File: src/rtl/core/fixed_point_alu_defines.svh
// Assertion helpers for the fixed-point ALU.
// Each macro expects clk and rst in scope at the point of use.
`ifndef FIXED_POINT_ALU_DEFINES_SVH
`define FIXED_POINT_ALU_DEFINES_SVH

// Same-cycle implication, checked outside reset.
`define FPA_ASSERT_IMP(lbl, ante, cons, msg) \
  lbl: assert property (@(posedge clk) disable iff (rst) (ante) |-> (cons)) else $error(msg);

// Next-cycle implication, checked outside reset.
`define FPA_ASSERT_NXT(lbl, ante, cons, msg) \
  lbl: assert property (@(posedge clk) disable iff (rst) (ante) |=> (cons)) else $error(msg);

`endif

File: src/rtl/core/fpa_pkg.sv
package fpa_pkg;

  typedef enum logic [3:0] {
    FUNC_ADD      = 4'd0,
    FUNC_SUB      = 4'd1,
    FUNC_MUL      = 4'd2,
    FUNC_DIV      = 4'd3,
    FUNC_GT       = 4'd4,
    FUNC_GE       = 4'd5,
    FUNC_LT       = 4'd6,
    FUNC_LE       = 4'd7,
    FUNC_EQ       = 4'd8,
    FUNC_NE       = 4'd9,
    FUNC_MIN      = 4'd10,
    FUNC_MAX      = 4'd11,
    FUNC_INC      = 4'd12,
    FUNC_DEC      = 4'd13,
    FUNC_TO_INT   = 4'd14,
    FUNC_FROM_INT = 4'd15
  } func_t;

  typedef enum logic [1:0] {
    STAT_OK   = 2'd0,
    STAT_SAT  = 2'd1,
    STAT_DIV0 = 2'd2
  } status_t;

  typedef struct packed {
    logic    cmp;
    status_t stat;
  } flags_t;

endpackage

File: src/rtl/core/fpa_simple.sv
// Combinational operations: add/sub/inc/dec with saturation, compares,
// min/max and the integer conversions. Multiply and divide pass through as zero.
module fpa_simple #(
  parameter int DATA_WIDTH = 32,
  parameter int FRAC_BITS  = 8
) (
  input  fpa_pkg::func_t              func,
  input  logic signed [DATA_WIDTH-1:0] a,
  input  logic signed [DATA_WIDTH-1:0] b,
  output logic [DATA_WIDTH-1:0]        res,
  output fpa_pkg::flags_t              flg
);

  localparam int DW = DATA_WIDTH;
  localparam int XW = DATA_WIDTH + FRAC_BITS;
  localparam logic [DW-1:0] MaxPos = {1'b0, {(DW-1){1'b1}}};
  localparam logic [DW-1:0] MinNeg = {1'b1, {(DW-1){1'b0}}};

  logic [DW:0]   sum, dif, incv, decv;
  logic          lt_ab, lt_ba;
  logic [DW-1:0] mag_a, fi_val;
  logic [XW-1:0] fi_mag, fi_lim;
  logic          fi_sat;

  function automatic logic [DW-1:0] clamp(input logic [DW:0] v);
    logic ovf;
    ovf = v[DW] ^ v[DW-1];
    if (ovf) begin
      return v[DW] ? MinNeg : MaxPos;
    end
    return v[DW-1:0];
  endfunction

  assign sum   = {a[DW-1], a} + {b[DW-1], b};
  assign dif   = {a[DW-1], a} - {b[DW-1], b};
  assign incv  = {a[DW-1], a} + (DW+1)'(1);
  assign decv  = {a[DW-1], a} - (DW+1)'(1);
  assign lt_ab = a < b;
  assign lt_ba = b < a;

  // from_int: scale the magnitude up, clamp against the signed limit
  assign mag_a  = a[DW-1] ? ~a + DW'(1) : a;
  assign fi_mag = {mag_a, {FRAC_BITS{1'b0}}};
  assign fi_lim = XW'(MaxPos) + XW'(a[DW-1]);
  assign fi_sat = fi_mag > fi_lim;
  assign fi_val = fi_sat ? fi_lim[DW-1:0] : fi_mag[DW-1:0];

  always_comb begin
    res      = '0;
    flg.cmp  = 1'b0;
    flg.stat = fpa_pkg::STAT_OK;
    case (func) inside
      fpa_pkg::FUNC_ADD: begin
        res = clamp(sum);
        if (sum[DW] ^ sum[DW-1]) flg.stat = fpa_pkg::STAT_SAT;
      end
      fpa_pkg::FUNC_SUB: begin
        res = clamp(dif);
        if (dif[DW] ^ dif[DW-1]) flg.stat = fpa_pkg::STAT_SAT;
      end
      fpa_pkg::FUNC_INC: begin
        res = clamp(incv);
        if (incv[DW] ^ incv[DW-1]) flg.stat = fpa_pkg::STAT_SAT;
      end
      fpa_pkg::FUNC_DEC: begin
        res = clamp(decv);
        if (decv[DW] ^ decv[DW-1]) flg.stat = fpa_pkg::STAT_SAT;
      end
      fpa_pkg::FUNC_MUL, fpa_pkg::FUNC_DIV: res = '0;
      fpa_pkg::FUNC_GT: flg.cmp = lt_ba;
      fpa_pkg::FUNC_GE: flg.cmp = !lt_ab;
      fpa_pkg::FUNC_LT: flg.cmp = lt_ab;
      fpa_pkg::FUNC_LE: flg.cmp = !lt_ba;
      fpa_pkg::FUNC_EQ: flg.cmp = (a == b);
      fpa_pkg::FUNC_NE: flg.cmp = (a != b);
      fpa_pkg::FUNC_MIN: res = lt_ab ? a : b;
      fpa_pkg::FUNC_MAX: res = lt_ba ? a : b;
      fpa_pkg::FUNC_TO_INT: res = a >>> FRAC_BITS;
      fpa_pkg::FUNC_FROM_INT: begin
        res = a[DW-1] ? ~fi_val + DW'(1) : fi_val;
        if (fi_sat) flg.stat = fpa_pkg::STAT_SAT;
      end
      default: res = '0;
    endcase
  end

endmodule

File: config.mk
export PLATFORM = sky130hd
export DESIGN_NAME = fpa_simple
export DESIGN_NICKNAME = d
export VERILOG_FILES = /design/src/rtl/core/fixed_point_alu_defines.svh /design/src/rtl/core/fpa_pkg.sv /design/src/rtl/core/fpa_simple.sv
export SDC_FILE = /design/constraint.sdc
export NUM_CORES = 1
export LEC_CHECK = 0
export ABC_AREA = 1
export ABC_CLOCK_PERIOD_IN_PS = 5200
export BUFFER_PORTS_ARGS = -buffer_cell sky130_fd_sc_hd__buf_2
export CAP_MARGIN = 40
export CORE_AREA = 2 2 160 201
export DETAILED_ROUTE_END_ITERATION = 7
export DIE_AREA = 0 0 162 203
export GPL_ROUTABILITY_DRIVEN = 0
export PLACE_DENSITY = 0.47
export SETUP_SLACK_MARGIN = 0.3
export SLEW_MARGIN = 20
export SYNTH_ARGS = -nofsm -noshare
export SYNTH_HDL_FRONTEND = slang
export SYNTH_SLANG_ARGS = --single-unit
File: constraint.sdc
create_clock -name vclk -period 5.2
set_input_delay 0.26 -clock vclk [all_inputs]
set_output_delay 0.26 -clock vclk [all_outputs]
set_load 0.01 [all_outputs]
==> out/summary.txt, run 1 <==
DRC Markers: 0
DP Wirelength: 41100 um
PwrDens: 107 nW/um^2
Routed Antenna Nets: 0
Mapped Cells: 2067
Worst Setup End Kind: primary output
Area Growth Syn to Fin: 12.5%
Register area share after synthesis: 0%
RSZ-0062 raised after global routing: no
Hold Crit Depth: 4
Congestion Overflow GR: 0
Final Setup Violations: 0
Most frequent cells in the layout: nand2_1, inv_1, o21ai_0
Static leakage: 6.20 nW
Sequential cell count: 0
Hold buffer count at CTS: 0
Antenna violations before repair: 0
Fmax: 212 MHz
FF+latch area: 0 sq um
Fin util: 39.0%
CP peak stage delay: 420 ps
Ys Warns: 0
Die width: 162 um
NumNets Final: 2284
Slew Viols, Final: 0
Final Power: 1.29 mW
Final Hold Vio Count: 0
CP most frequent cell: nand2_1
Drt first pass iters: 7
Hold Path End: flg[2]
Startpoint types: primary input
Core ar.: 30800 sq um
Netlist cell types: 60
ANT cells: 0
Share of post-route cells with drive strength above 1: 15.1%
Max-slew headroom at the worst pin: 48.7%
Synth Area per Inst: 5.17 sq um
DP Worst Slack: 271 ps
Setup ws final: 479 ps
I/O pins: 103
Max FO, Critical Path: 9
Via/cell ratio: 5.62
Final wirelength: 50000 um
Starting density of the core: 34.7%
Min-delay src: func[1]
Maxcap violations: 0
Syn_nets: 2211
Dpl cells: 2524
Gr usage total: 29.0%
Largest net degree at the start of global routing: 60
First-pass GRT wire length: 75800 um
Filler cells: 3601
DP Area: 11600 sq um
CLK BUF: 0
Vias: 14300
Most common cell after layout, fill and taps aside: nand2_1
IO Port Bufs: 102
Slew @ Worst Pin: 768 ps
Final std cells w/o fill: 2545
Post-layout min period: 4720 ps
Drt first-iter violations: 1250
Vias in the first global route: 13300
Setup TNS: 0 ps
Total die area: 32900 sq um
Placement Rows: 72
CP arrival: 4460 ps
Peak supply drop: 0.0482 mV
Die H: 203 um
Final period utilization: 90.8%
Fin Hold WS: 1050 ps
Master of the slowest instance on the critical path: o21ai_0
Final instance area: 12000 sq um
Hold Path Class: primary input to primary output
Required @ worst endpoint: 4940 ps
Avg WL per Cell: 19.7 um
Critical path type: primary input to primary output
Outcome: finished, final reports clean
Post-Syn Area: 10700 sq um
[synthesized netlist by cell type (all sizes together), types with 7 or more instances]
cell type	n	share of area, %
nand2	636	23
inv	242	8.5
nor2	211	9.1
o21ai	205	9.7
a21oi	185	8.7
nand3	121	6.0
xor2	85	7.0
ha	74	8.7
buf	58	3.7
clkbuf	50	1.8
nand4	37	2.2
o211ai	29	2.0
nor3	25	1.5
o31ai	12	0.89
nor4	9	0.53
a21boi	8	0.56
a31oi	8	0.47
or2	8	0.47
o2111ai	7	0.57
[power by group]
part           leakage (nW)  internal [mW]  switching, mW
clock                     0              0              0
sequential                0              0              0
combinational          6.20          0.417          0.871
total                  6.20          0.417          0.871
[repair_timing]
| item | 4_1_cts | 5_1_grt |
|---|---|---|
| endpoints found under the hold margin | 0 | 0 |
| setup endpoints to repair | 2 | 33 |
| pin swaps | 0 | 22 |
| setup buffers | 0 | 21 |
| gates resized for setup | 2 | 65 |
| gates cloned | 0 | 0 |
[metal layers]
metal / wire, um / global-route usage (%) / vias to the layer above
met5: 0 / 0 / -
met2: 23300 / 48.9 / 646
li1: - / - / 6920
met3: 3560 / 2.19 / 107
met1: 21000 / 38.5 / 6624
met4: 2150 / 11.2 / 0
[critical path, delay by kind of cell]
family | cells | cell delay [ps]
adders and majority gates | 1 | 180
buffers and inverters | 3 | 450
AOI/OAI and AO/OA | 3 | 800
and+or+nand+nor | 24 | 2760
[area by class of cell]
cell class                      count  area (sq um)  area share (%)
Multi-Input combinational cell   1711          9370            78.0
Timing Repair Buffer              180          1180            9.86
Inverter                          247           953            7.93
Tap cell                          407           509            4.24
[worst max path at each step]
stage                     startpoint      end  slack, ps  depth (start not counted)
after floorplan                 a[2]  res[30]        970                         32
after global placement          a[2]  res[30]        340                         36
after detailed placement        a[2]  res[30]        270                         36
after CTS                      a[16]  res[30]        310                         32
after global routing            a[1]  res[30]        250                         32
final                          a[19]  res[30]        480                         31
[logic make-up (layout without fill, tap and decap cells)]
kind of cell             Yosys count  in the layout  synth area share (%)
AO/OA/AOI/OAI                    484            484                  25.2
other                              1              1                0.0351
buffers and inverters            356            427                  14.2
XOR/XNOR                          87             87                  7.13
AND/OR/NAND/NOR                 1063           1063                  44.4
adder cells (fa/ha/maj)           76             76                  9.04
No activity file was read; power rests on OpenSTA's default activity.
==> inputs of run 2 (changes only) <==
--- a/config.mk
+++ b/config.mk
@@ -14,7 +14,7 @@
 export DIE_AREA = 0 0 162 203
 export GPL_ROUTABILITY_DRIVEN = 0
 export PLACE_DENSITY = 0.47
-export SETUP_SLACK_MARGIN = 0.3
+export SETUP_SLACK_MARGIN = 0.5
 export SLEW_MARGIN = 20
 export SYNTH_ARGS = -nofsm -noshare
 export SYNTH_HDL_FRONTEND = slang
==> run 2 against run 1 <==
- routed wire length up 1.4%
- via count up 0.18%
- die area unchanged
==> out/summary.txt, run 2 (synthesized netlist as in run 1, its figures left out) <==
ANT cells: 0 (unchanged)
Dpl cells: 2524 (unchanged)
Critical path type: primary input to primary output (unchanged)
Maxcap violations: 0 (unchanged)
Starting density of the core: 34.7% (unchanged)
Core ar.: 30800 sq um (unchanged)
Fmax: 215 MHz (was 212 MHz)
Filler cells: 3569 (was 3601)
Comb pwr share: 100.0% (about the same)
Most frequent cells in the layout: nand2_1, inv_1, o21ai_0 (unchanged)
IO Port Bufs: 102 (unchanged)
I/O pins: 103 (unchanged)
Gr usage total: 29.2% (was 29.0%)
P_sw: 0.892 mW (was 0.871 mW)
Min-delay src: func[0] (was func[1])
Master of the slowest instance on the critical path: o21ai_0 (unchanged)
Switching share of power: 67.2% (was 67.6%)
Startpoint types: primary input (unchanged)
Largest net degree at the start of global routing: 60 (unchanged)
PwrDens: 107 nW/um^2 (about the same)
Via/cell ratio: 5.60 (was 5.62)
FF+latch area: 0 sq um (unchanged)
Congestion Overflow GR: 0 (unchanged)
Avg WL per Cell: 19.8 um (was 19.7 um)
Total die area: 32900 sq um (unchanged)
Max FO, Critical Path: 9 (unchanged)
Final period utilization: 89.6% (was 90.8%)
DRC Markers: 0 (unchanged)
Die H: 203 um (unchanged)
CP arrival: 4400 ps (was 4460 ps)
Outcome: finished, final reports clean (unchanged)
Worst Setup End Kind: primary output (unchanged)
CP peak stage delay: 420 ps (about the same)
Setup TNS: 0 ps (unchanged)
Most common cell after layout, fill and taps aside: nand2_1 (unchanged)
First-pass GRT wire length: 76200 um (was 75800 um)
Static leakage: 6.35 nW (was 6.20 nW)
Required @ worst endpoint: 4940 ps (about the same)
Hold Path Class: primary input to primary output (unchanged)
CP most frequent cell: nand2_1 (unchanged)
Hold Crit Depth: 5 (was 4)
Placement Rows: 72 (unchanged)
Antenna violations before repair: 0 (unchanged)
Sequential cell count: 0 (unchanged)
Final std cells w/o fill: 2559 (was 2545)
Hold buffer count at CTS: 0 (unchanged)
Final Hold Vio Count: 0 (unchanged)
Clk pwr share: 0% (about the same)
Drt first pass iters: 8 (was 7)
RSZ-0062 raised after global routing: yes (was no)
Final Setup Violations: 0 (unchanged)
Peak supply drop: 0.0633 mV (was 0.0482 mV)
Post-layout min period: 4660 ps (was 4720 ps)
Share of post-route cells with drive strength above 1: 17.8% (was 15.1%)
Area Growth Syn to Fin: 16.1% (was 12.5%)
Drt first-iter violations: 1306 (was 1250)
Int Pwr: 0.436 mW (was 0.417 mW)
Vias: 14300 (about the same)
Critical Path Source: a[28] (was a[19])
CLK BUF: 0 (unchanged)
Slew Viols, Final: 0 (unchanged)
Vias in the first global route: 13400 (was 13300)
NumNets Final: 2298 (was 2284)
Max-slew headroom at the worst pin: 49.0% (was 48.7%)
Routed Antenna Nets: 0 (unchanged)
Slew @ Worst Pin: 764 ps (was 768 ps)
DP Wirelength: 41100 um (unchanged)
Final wirelength: 50700 um (was 50000 um)
Sequential share of power: 0% (about the same)
Die width: 162 um (unchanged)
run 2: cell count changes in the layout (fill, tap and decap cells not counted), moves of 4 or more:
cell     before  now
o21ai_0     184  177
nand3_1     111  105
buf_4        77   87
nor2_4       21   29
buf_6         1    5
nand3_2       8   14
a21oi_2       2   10
nor2_1      162  153
nand2_2      26   36
nand2_1     599  587
a21oi_1     183  175
run 2: final cells by class:
type / count / area (sq um) / area share [%]
inverters: 247 / 953 / 7.69
well taps: 407 / 509 / 4.11
repair buffers: 194 / 1360 / 10.9
multi-input cells: 1711 / 9580 / 77.3
run 2: path summary, 6_finish.rpt:
path | end
worst max-delay path | res[12]
worst min-delay path | res[10]
run 2: power by group through the flow:
stage	clock network, mW	logic (mW)	registers, mW
4_1_cts	0	1.25	0
3_3_place_gp	0	1.23	0
2_1_floorplan	0	0.810	0
6_report	0	1.33	0
3_5_place_dp	0	1.23	0
5_1_grt	0	1.45	0
run 2: repair_timing:
action | 4_1_cts | 5_1_grt
setup buffers | 6 | 28
resized for setup | 18 | 129
endpoints found under the hold margin | 0 | 0
endpoints found under the setup margin | 30 | 33
gates cloned | 0 | 1
pin swaps | 5 | 41
run 2: worst max-delay path: cells and delay by family:
family / cells / cell delay, ps
AND/OR/NAND/NOR: 21 / 2310
AO/OA/AOI/OAI: 5 / 1010
buffers and inverters: 5 / 610
adder cells (fa/ha/maj): 1 / 180
run 2: metrics by stage:
step / util, % / hold WS [ps] / power, mW / cell area (sq um) / setup slack, ps
2_1_floorplan: - / 746 / 0.810 / 10700 / 965
3_3_place_gp: 37.6 / 1050 / 1.23 / 11600 / 338
3_5_place_dp: 37.7 / 1040 / 1.23 / 11600 / 271
4_1_cts: 38.0 / 1040 / 1.25 / 11700 / 454
5_1_grt: 40.2 / 1090 / 1.45 / 12400 / 399
6_report: 40.2 / 1060 / 1.33 / 12400 / 539
run 2: metal layers:
| metal | GRT usage (%) | wire length (um) | up-vias |
|---|---|---|---|
| met5 | 0 | 0 | - |
| met4 | 11.3 | 2310 | 0 |
| met3 | 2.25 | 3390 | 119 |
| met2 | 49.3 | 23600 | 631 |
| met1 | 38.5 | 21400 | 6627 |
| li1 | - | - | 6946 |
